## config.mk

```make
export PLATFORM = sky130hd
export DESIGN_NAME = fixed_capacity_set_table_flat
export DESIGN_NICKNAME = d
export VERILOG_FILES = /design/src/hw/rtl/fcst_pkg.sv /design/src/hw/rtl/fcst_if.sv /design/src/hw/rtl/fcst_ctrl.sv /design/src/hw/rtl/fcst_dp.sv /design/src/hw/rtl/fixed_capacity_set_table.sv /design/src/flat_wrapper.sv
export SDC_FILE = /design/constraint.sdc
export NUM_CORES = 2
export LEC_CHECK = 0
export BUFFER_PORTS_ARGS = -buffer_cell sky130_fd_sc_hd__buf_2
export CORE_AREA = 8 8 516 518
export DETAILED_ROUTE_END_ITERATION = 8
export DIE_AREA = 0 0 524 526
export MAX_ROUTING_LAYER = met4
export SLEW_MARGIN = 20
export SYNTH_ARGS = -nofsm -noshare
export SYNTH_HDL_FRONTEND = slang
export SYNTH_SLANG_ARGS = --single-unit
export TNS_END_PERCENT = 30
```

## constraint.sdc

```tcl
create_clock -name clk_i -period 4.52 [get_ports clk_i]
set_clock_uncertainty 0.05 [all_clocks]
set_input_delay 1.13 -clock clk_i [delete_from_list [all_inputs] [get_ports clk_i]]
set_output_delay 1.13 -clock clk_i [all_outputs]
set_load 0.1 [all_outputs]
```

## src/hw/rtl/fcst_pkg.sv

```systemverilog
package fcst_pkg;

  // fixed field widths of the request and response
  localparam int unsigned OP_W    = 2;
  localparam int unsigned VALUE_W = 32;
  localparam int unsigned INDEX_W = 6;
  localparam int unsigned COUNT_W = 7;

  // defaults for the top level parameters
  localparam int unsigned CAPACITY_DEF  = 64;
  localparam int unsigned ITEM_BITS_DEF = 32;

  typedef enum logic [OP_W-1:0] {
    OP_INSERT   = 2'd0,
    OP_ERASE    = 2'd1,
    OP_CONTAINS = 2'd2,
    OP_GET      = 2'd3
  } op_e;

  typedef enum logic [2:0] {
    ST_IDLE,
    ST_DISPATCH,
    ST_SEARCH,
    ST_SHIFT,
    ST_READ,
    ST_FINISH
  } state_e;

  // controller to datapath
  typedef struct packed {
    logic load;
    logic scan_start;
    logic scan_step;
    logic shift_step;
    logic get_read;
    logic get_capture;
    logic ok_set;
    logic ins_write;
    logic cnt_dec;
    logic res_load;
  } dp_cmd_t;

  // datapath to controller
  typedef struct packed {
    op_e  op;
    logic full;
    logic get_hit;
    logic match;
    logic scan_end;
    logic out_free;
  } dp_status_t;

endpackage

```

## src/hw/rtl/fcst_if.sv

```systemverilog
interface fcst_req_if;
  logic                          valid;
  logic                          ready;
  logic [fcst_pkg::OP_W-1:0]     op;
  logic [fcst_pkg::VALUE_W-1:0]  value;
  logic [fcst_pkg::INDEX_W-1:0]  index;

  modport source (output valid, output op, output value, output index, input ready);
  modport sink   (input valid, input op, input value, input index, output ready);
endinterface

interface fcst_rsp_if;
  logic                          valid;
  logic                          ready;
  logic                          ok;
  logic [fcst_pkg::VALUE_W-1:0]  item_value;
  logic [fcst_pkg::COUNT_W-1:0]  count;
  logic                          is_empty;

  modport source (output valid, output ok, output item_value, output count,
                  output is_empty, input ready);
  modport sink   (input valid, input ok, input item_value, input count,
                  input is_empty, output ready);
endinterface

```

## src/hw/rtl/fcst_ctrl.sv

```systemverilog
module fcst_ctrl (
  input  logic                 clk_i,
  input  logic                 rst_ni,
  input  logic                 req_valid_i,
  output logic                 req_ready_o,
  input  fcst_pkg::dp_status_t status_i,
  output fcst_pkg::dp_cmd_t    cmd_o
);

  fcst_pkg::state_e state_q, state_d;

  always_ff @(posedge clk_i or negedge rst_ni) begin
    if (!rst_ni) begin
      state_q <= fcst_pkg::ST_IDLE;
    end else begin
      state_q <= state_d;
    end
  end

  always_comb begin
    state_d     = state_q;
    req_ready_o = 1'b0;
    cmd_o       = '0;
    case (state_q)
      fcst_pkg::ST_IDLE: begin
        req_ready_o = 1'b1;
        if (req_valid_i) begin
          cmd_o.load = 1'b1;
          state_d    = fcst_pkg::ST_DISPATCH;
        end
      end
      fcst_pkg::ST_DISPATCH: begin
        case (status_i.op)
          fcst_pkg::OP_INSERT: begin
            if (status_i.full) begin
              state_d = fcst_pkg::ST_FINISH;
            end else begin
              cmd_o.scan_start = 1'b1;
              state_d          = fcst_pkg::ST_SEARCH;
            end
          end
          fcst_pkg::OP_GET: begin
            if (status_i.get_hit) begin
              cmd_o.get_read = 1'b1;
              state_d        = fcst_pkg::ST_READ;
            end else begin
              state_d = fcst_pkg::ST_FINISH;
            end
          end
          default: begin
            cmd_o.scan_start = 1'b1;
            state_d          = fcst_pkg::ST_SEARCH;
          end
        endcase
      end
      fcst_pkg::ST_SEARCH: begin
        if (status_i.match) begin
          // present: erase compacts, contains succeeds, insert is refused
          case (status_i.op)
            fcst_pkg::OP_ERASE: begin
              cmd_o.ok_set = 1'b1;
              state_d      = fcst_pkg::ST_SHIFT;
            end
            fcst_pkg::OP_CONTAINS: begin
              cmd_o.ok_set = 1'b1;
              state_d      = fcst_pkg::ST_FINISH;
            end
            default: begin
              state_d = fcst_pkg::ST_FINISH;
            end
          endcase
        end else if (status_i.scan_end) begin
          if (status_i.op == fcst_pkg::OP_INSERT) begin
            cmd_o.ins_write = 1'b1;
            cmd_o.ok_set    = 1'b1;
          end
          state_d = fcst_pkg::ST_FINISH;
        end else begin
          cmd_o.scan_step = 1'b1;
        end
      end
      fcst_pkg::ST_SHIFT: begin
        if (status_i.scan_end) begin
          cmd_o.cnt_dec = 1'b1;
          state_d       = fcst_pkg::ST_FINISH;
        end else begin
          cmd_o.shift_step = 1'b1;
        end
      end
      fcst_pkg::ST_READ: begin
        cmd_o.get_capture = 1'b1;
        cmd_o.ok_set      = 1'b1;
        state_d           = fcst_pkg::ST_FINISH;
      end
      fcst_pkg::ST_FINISH: begin
        if (status_i.out_free) begin
          cmd_o.res_load = 1'b1;
          state_d        = fcst_pkg::ST_IDLE;
        end
      end
      default: begin
        state_d = fcst_pkg::ST_IDLE;
      end
    endcase
  end

endmodule

```

## src/hw/rtl/fcst_dp.sv

```systemverilog
module fcst_dp #(
  parameter int unsigned CAPACITY  = fcst_pkg::CAPACITY_DEF,
  parameter int unsigned ITEM_BITS = fcst_pkg::ITEM_BITS_DEF
) (
  input  logic                          clk_i,
  input  logic                          rst_ni,
  input  fcst_pkg::dp_cmd_t             cmd_i,
  output fcst_pkg::dp_status_t          status_o,
  input  logic [fcst_pkg::OP_W-1:0]     op_i,
  input  logic [fcst_pkg::VALUE_W-1:0]  value_i,
  input  logic [fcst_pkg::INDEX_W-1:0]  index_i,
  output logic                          rsp_valid_o,
  input  logic                          rsp_ready_i,
  output logic                          ok_o,
  output logic [fcst_pkg::VALUE_W-1:0]  item_value_o,
  output logic [fcst_pkg::COUNT_W-1:0]  count_o,
  output logic                          is_empty_o
);

  localparam int unsigned CNT_W  = $clog2(CAPACITY + 1);
  localparam int unsigned ADDR_W = $clog2(CAPACITY);
  localparam int unsigned CMP_W  = (CNT_W > fcst_pkg::INDEX_W) ? CNT_W : fcst_pkg::INDEX_W;

  logic [ITEM_BITS-1:0] entries_q [CAPACITY];

  fcst_pkg::op_e                op_q;
  logic [ITEM_BITS-1:0]         val_q;
  logic [fcst_pkg::INDEX_W-1:0] idx_q;
  logic [CNT_W-1:0]             cnt_q;
  logic [CNT_W-1:0]             ptr_q;
  logic                         pend_q;
  logic [ADDR_W-1:0]            pend_idx_q;
  logic [ITEM_BITS-1:0]         rdata_q;
  logic                         ok_q;
  logic [fcst_pkg::VALUE_W-1:0] get_q;

  logic                          out_valid_q;
  logic                          out_ok_q;
  logic [fcst_pkg::VALUE_W-1:0]  out_item_q;
  logic [fcst_pkg::COUNT_W-1:0]  out_cnt_q;
  logic                          out_empty_q;

  logic                 ptr_lt_cnt;
  logic                 issue;
  logic [ADDR_W-1:0]    rd_addr;
  logic                 wr_en;
  logic [ADDR_W-1:0]    wr_addr;
  logic [ITEM_BITS-1:0] wr_data;

  assign ptr_lt_cnt = (ptr_q < cnt_q);
  assign issue      = ((cmd_i.scan_step || cmd_i.shift_step) && ptr_lt_cnt) || cmd_i.get_read;
  assign rd_addr    = cmd_i.get_read ? ADDR_W'(idx_q) : ptr_q[ADDR_W-1:0];

  // compaction writes the entry read last cycle one place lower
  always_comb begin
    wr_en   = 1'b0;
    wr_addr = cnt_q[ADDR_W-1:0];
    wr_data = val_q;
    if (cmd_i.ins_write) begin
      wr_en = 1'b1;
    end else if (cmd_i.shift_step && pend_q) begin
      wr_en   = 1'b1;
      wr_addr = pend_idx_q - ADDR_W'(1);
      wr_data = rdata_q;
    end
  end

  always_ff @(posedge clk_i) begin
    if (wr_en) begin
      entries_q[wr_addr] <= wr_data;
    end
  end

  always_ff @(posedge clk_i) begin
    rdata_q <= entries_q[rd_addr];
  end

  always_ff @(posedge clk_i) begin
    if (cmd_i.load) begin
      op_q  <= fcst_pkg::op_e'(op_i);
      val_q <= ITEM_BITS'(value_i);
      idx_q <= index_i;
    end
    if (issue) begin
      pend_idx_q <= rd_addr;
    end
    if (cmd_i.get_capture) begin
      get_q <= fcst_pkg::VALUE_W'(rdata_q);
    end else if (cmd_i.load) begin
      get_q <= '0;
    end
    if (cmd_i.res_load) begin
      out_ok_q    <= ok_q;
      out_item_q  <= get_q;
      out_cnt_q   <= fcst_pkg::COUNT_W'(cnt_q);
      out_empty_q <= (cnt_q == '0);
    end
  end

  always_ff @(posedge clk_i or negedge rst_ni) begin
    if (!rst_ni) begin
      cnt_q       <= '0;
      ptr_q       <= '0;
      pend_q      <= 1'b0;
      ok_q        <= 1'b0;
      out_valid_q <= 1'b0;
    end else begin
      pend_q <= issue;
      if (cmd_i.scan_start) begin
        ptr_q <= '0;
      end else if (issue && !cmd_i.get_read) begin
        ptr_q <= ptr_q + CNT_W'(1);
      end
      if (cmd_i.load) begin
        ok_q <= 1'b0;
      end else if (cmd_i.ok_set) begin
        ok_q <= 1'b1;
      end
      if (cmd_i.ins_write) begin
        cnt_q <= cnt_q + CNT_W'(1);
      end else if (cmd_i.cnt_dec) begin
        cnt_q <= cnt_q - CNT_W'(1);
      end
      if (cmd_i.res_load) begin
        out_valid_q <= 1'b1;
      end else if (rsp_ready_i) begin
        out_valid_q <= 1'b0;
      end
    end
  end

  assign status_o.op       = op_q;
  assign status_o.full     = (cnt_q == CNT_W'(CAPACITY));
  assign status_o.get_hit  = (CMP_W'(idx_q) < CMP_W'(cnt_q));
  assign status_o.match    = pend_q && (rdata_q == val_q);
  assign status_o.scan_end = !pend_q && !ptr_lt_cnt;
  assign status_o.out_free = !out_valid_q || rsp_ready_i;

  assign rsp_valid_o  = out_valid_q;
  assign ok_o         = out_ok_q;
  assign item_value_o = out_item_q;
  assign count_o      = out_cnt_q;
  assign is_empty_o   = out_empty_q;

endmodule

```

## src/hw/rtl/fixed_capacity_set_table.sv

```systemverilog
// set of up to CAPACITY unique values, kept in insertion order in one memory
// request channel req_i carries op, value and index; response channel rsp_o
// carries ok, item_value, count and is_empty, one response per request
// ops: insert appends an absent value if not full, erase removes a value and
// moves later entries down one place, contains tests membership, get reads
// the entry at index when index is below the count
// one request is worked at a time; req_i.ready is high only while idle
// get, and insert into a full set, skip the scan; contains and insert scan
// the entries linearly, one entry a cycle; erase searches to the hit at
// position p, then compacts the entries after p one place down
// ready returns the cycle after the response is loaded
// the single-port read of the entry memory, one entry per cycle, bounds the scan
// and the compaction
// the response sits in an output register, so a new request is taken while
// the previous response waits; the next response waits if the receiver stalls
// reset clears the count and the control state; entry contents are not cleared
module fixed_capacity_set_table #(
  parameter int unsigned CAPACITY  = fcst_pkg::CAPACITY_DEF,
  parameter int unsigned ITEM_BITS = fcst_pkg::ITEM_BITS_DEF
) (
  input logic        clk_i,
  input logic        rst_ni,
  fcst_req_if.sink   req_i,
  fcst_rsp_if.source rsp_o
);

  // command and status between the sequencer and the datapath
  fcst_pkg::dp_cmd_t    cmd;
  fcst_pkg::dp_status_t status;

  // sequencer: dispatch, scan, compaction and result hand-off
  fcst_ctrl u_ctrl (
    .clk_i       (clk_i),
    .rst_ni      (rst_ni),
    .req_valid_i (req_i.valid),
    .req_ready_o (req_i.ready),
    .status_i    (status),
    .cmd_o       (cmd)
  );

  // entry memory, count, scan pointer and response register
  fcst_dp #(
    .CAPACITY  (CAPACITY),
    .ITEM_BITS (ITEM_BITS)
  ) u_dp (
    .clk_i        (clk_i),
    .rst_ni       (rst_ni),
    .cmd_i        (cmd),
    .status_o     (status),
    .op_i         (req_i.op),
    .value_i      (req_i.value),
    .index_i      (req_i.index),
    .rsp_valid_o  (rsp_o.valid),
    .rsp_ready_i  (rsp_o.ready),
    .ok_o         (rsp_o.ok),
    .item_value_o (rsp_o.item_value),
    .count_o      (rsp_o.count),
    .is_empty_o   (rsp_o.is_empty)
  );

endmodule

```

## src/flat_wrapper.sv

```systemverilog
// flat-port wrapper written by rule: the top's interface ports become plain ports
module fixed_capacity_set_table_flat 
#(
  parameter int unsigned CAPACITY  = fcst_pkg::CAPACITY_DEF,
  parameter int unsigned ITEM_BITS = fcst_pkg::ITEM_BITS_DEF
)
  (clk_i, rst_ni, req_i_valid, req_i_op, req_i_value, req_i_index, req_i_ready, rsp_o_valid, rsp_o_ok, rsp_o_item_value, rsp_o_count, rsp_o_is_empty, rsp_o_ready);
  fcst_req_if req_i_i ();
  fcst_rsp_if rsp_o_i ();
  input logic clk_i;
  input logic rst_ni;
  input wire logic [$bits(req_i_i.valid)-1:0] req_i_valid;
  input wire logic [$bits(req_i_i.op)-1:0] req_i_op;
  input wire logic [$bits(req_i_i.value)-1:0] req_i_value;
  input wire logic [$bits(req_i_i.index)-1:0] req_i_index;
  output wire logic [$bits(req_i_i.ready)-1:0] req_i_ready;
  output wire logic [$bits(rsp_o_i.valid)-1:0] rsp_o_valid;
  output wire logic [$bits(rsp_o_i.ok)-1:0] rsp_o_ok;
  output wire logic [$bits(rsp_o_i.item_value)-1:0] rsp_o_item_value;
  output wire logic [$bits(rsp_o_i.count)-1:0] rsp_o_count;
  output wire logic [$bits(rsp_o_i.is_empty)-1:0] rsp_o_is_empty;
  input wire logic [$bits(rsp_o_i.ready)-1:0] rsp_o_ready;
  assign req_i_i.valid = req_i_valid;
  assign req_i_i.op = req_i_op;
  assign req_i_i.value = req_i_value;
  assign req_i_i.index = req_i_index;
  assign req_i_ready = req_i_i.ready;
  assign rsp_o_valid = rsp_o_i.valid;
  assign rsp_o_ok = rsp_o_i.ok;
  assign rsp_o_item_value = rsp_o_i.item_value;
  assign rsp_o_count = rsp_o_i.count;
  assign rsp_o_is_empty = rsp_o_i.is_empty;
  assign rsp_o_i.ready = rsp_o_ready;
  fixed_capacity_set_table #(.CAPACITY(CAPACITY), .ITEM_BITS(ITEM_BITS)) u_core (.clk_i(clk_i), .rst_ni(rst_ni), .req_i(req_i_i), .rsp_o(rsp_o_i));
endmodule
```

==> results.cfg <==
[sta]
setup_viol = 0
worstMarginPinSlew_ns = 1.05
period_share = 0.966
whs_ns = 0.186
slew_headroom = 0.297
setup_slack_ns = 0.153
layout_min_cycle_time_ns = 4.37
report.final.slew_viol_count = 0
hold_viol_final = 0
clock.fmax_mhz = 229

[setup_path]
crit_top_cell = buf_4
critical_path_peak_fanout = 32
crit_type = flip-flop to flip-flop
cp-start-kind = flip-flop
arrival_ns = 5.11
cp_cell_sequence = inv_1 -> ha_1 -> a211oi_2 -> o31ai_1 -> a21o_1 -> buf_4 -> mux2i_4 -> inv_4 -> buf_12 -> buf_4 -> nand2_1 -> buf_4 -> a21oi_1 -> a2111oi_0 -> o211a_1
critPathSlowestCell = a2111oi_0
ff2ff_setup_slack_ns = 0.15
crit_path_max_incr_delay_ns = 0.76
required_ns = 5.26
critPathCaptureType = flip-flop

[yosys]
syn-cell-area_sq_mm = 0.0872
synth-edff-count = 2167
avgSynthCellArea_sq_um = 14.6
postSynthCellCount = 5964
syn-num-nets = 6031
ys_warn_count = 0
synth.area.top_cells = edfxtp_1 75%, nand2_1 5.7%, mux2i_1 4.1%, nand3_1 3.1%, a21oi_1 1.6%
ys.flop_type = edfxtp_1
synth.top_cell.area_share = 0.747
async_flop_share = 0.00901
synth-seq-cells = 2219
yosysTopAreaCell = edfxtp_1
ys_seq_area_frac = 0.760
yosysUniqueCellTypes = 64

[clocking]
cts-buffers-inserted = 211
insertion_delay_ns = 0.86
cts_tree = built
cts_buffer_depth = 3
cts_hold_buf = 0
post-cts-setup-buffers = 0
cts.sinks = 2219
clk_pin_slew_ns = 0.07
htreeDepth = 4
cts_root_buf = clkbuf_16

[die]
start_util = 0.338
die_x_um = 524
die_area_sq_mm = 0.276
die_h_um = 526
ioPinCount = 87
fp.coreArea_sq_mm = 0.258
num_rows = 187

[global_routing]
grt.total_usage = 0.192
grt_max_degree = 73
grt_first_pass_wirelength_mm = 379
grt_pass1_vias = 52000
overflow = 0
antenna_found_initial = 9

[power_and_ir_drop]
irDropWorstVdd_v = 0.000527
p_total_mw = 67.7
p_leak_nw = 35.0
p_per_area_mw_per_mm2 = 662

[final_layout]
final_common_cell = edfxtp_1
fin_cells = 9917
final_net_count = 6395
drive_gt1_frac = 0.152
syn_to_final_growth_pct = 17.4
final_cell_mix = 2167 x edfxtp_1, 1315 x nand2_1, 543 x nand3_1

[placed_design]
routabilityCongestion = 0.871
dp_hpwl_mm = 157
dp_cells = 9516
io_buffer_count = 86
preCtsSetupSlack_ns = -0.0519

[routing]
firstDrtPassIters = 6
drtIter0Drc = 7251
drt-total-wl_mm = 267
wl_per_cell_um = 27.0
postRouteAntennaNets = 0
drc = 0
num_vias = 54400
viasPerCell = 5.48

[run]
drv_cap = 0

[worst_hold_path]
hp-class = primary input to async pin

[run_status]
outcome = finished clean
power by group:
part           total [mW]  internal, mW  switching (mW)
Combinational        23.3          7.20            16.1
Sequential           26.3          25.6           0.759
Clock                18.0          10.3            7.76
registers in the layout, indices dropped and copies added, names as in the netlist:
signal and cells:
u_core.u_dp.is_empty_o 1, u_core.u_dp.cnt_q 7, u_core.u_dp.count_o 7, u_core.u_dp.op_q 2
u_core.u_ctrl.state_q 3, u_core.u_dp.val_q 32, u_core.u_dp.item_value_o 32, u_core.u_dp.ok_q 1
u_core.u_dp.pend_idx_q 6, u_core.u_dp.ptr_q 7, u_core.u_dp.entries_q 2048, u_core.u_dp.pend_q 1
u_core.u_dp.get_q 32, u_core.u_dp.ok_o 1, u_core.u_dp.rsp_valid_o 1, u_core.u_dp.rdata_q 32
u_core.u_dp.idx_q 6
worst max-delay path, delay by kind of cell (launching register included):
kind | cells | cell delay (ns)
adders and majority gates | 1 | 0.33
muxes | 1 | 0.42
buffers and inverters | 6 | 1.23
DFF | 1 | 0.41
AOI/OAI and AO/OA | 6 | 1.65
and+or+nand+nor | 1 | 0.13
synth_stat cells, types with 25 or more instances:
library cell     n
a21oi_1        283
a31oi_1         78
and2_1          33
buf_1           58
buf_2          112
buf_4           46
clkbuf_1       129
dfxtp_1         32
edfxtp_1      2167
mux2_2          34
mux2i_1        358
mux4_2          25
nand2_1       1318
nand3_1        547
nor2_1         128
nor3_1          58
nor4_1          54
o21ai_0         35
o221ai_1       102
o22ai_1         41
o31ai_1         26
xnor2_1         38
cell type report:
class	count	area [sq um]
clock inverters	118	1330
multi-input cells	3371	19900
repair buffers	501	4800
fillers	23400	156000
clock buffers	276	5740
well taps	3402	4260
diodes	6	15.0
flip-flops and latches	2219	66200
inverters	24	108
logic make-up (layout without fill, tap and decap cells):
family | after synthesis | count (layout) | synth area share
simple gates | 2179 | 2179 | 0.106
fa+ha+maj | 23 | 23 | 0.00339
buf+inv | 374 | 919 | 0.0201
mux | 421 | 421 | 0.0528
xor+xnor | 47 | 47 | 0.00472
compound gates | 701 | 701 | 0.0530
flops | 2219 | 2219 | 0.760
other cells | 0 | 6 | 0
routing by layer:
layer,up-vias,wire length (um),part of all wire,track usage
li1,23300,-,-,-
met1,27700,109000,0.41,0.258
met2,2926,124000,0.46,0.299
met3,427,26600,0.099,0.0343
met4,0,8090,0.030,0.0588
met5,-,0,0,-
per-stage QoR:
step / util / TNS [ns] / cell area (sq um)
floorplan: - / 0 / 87200
global placement: 0.369 / -0.235 / 95100
detailed placement: 0.369 / -0.0519 / 95100
CTS: 0.396 / 0 / 102000
global route: 0.397 / -0.00654 / 102000
finish: 0.397 / 0 / 102000
worst paths after layout:
path | start | end | depth (start not counted)
setup / recovery | u_core.u_dp.cnt_q[4] | u_core.u_dp.rdata_q[21] | 15
hold / removal | rst_ni | u_core.u_dp.ptr_q[1] | 1
setup reg to reg | u_core.u_dp.cnt_q[4] | u_core.u_dp.rdata_q[21] | 15
hold reg to reg | u_core.u_dp.get_q[5] | u_core.u_dp.item_value_o[5] | 0
max in group asynchronous | rst_ni | u_core.u_dp.rsp_valid_o | 1
min in group clk_i | u_core.u_dp.get_q[5] | u_core.u_dp.item_value_o[5] | 0
what timing repair did:
action | in CTS | in global routing
gates cloned | 0 | 1
resized for setup | 4 | 14
setup endpoints to repair | 4 | 13
Power figures use the tool's default switching activity.
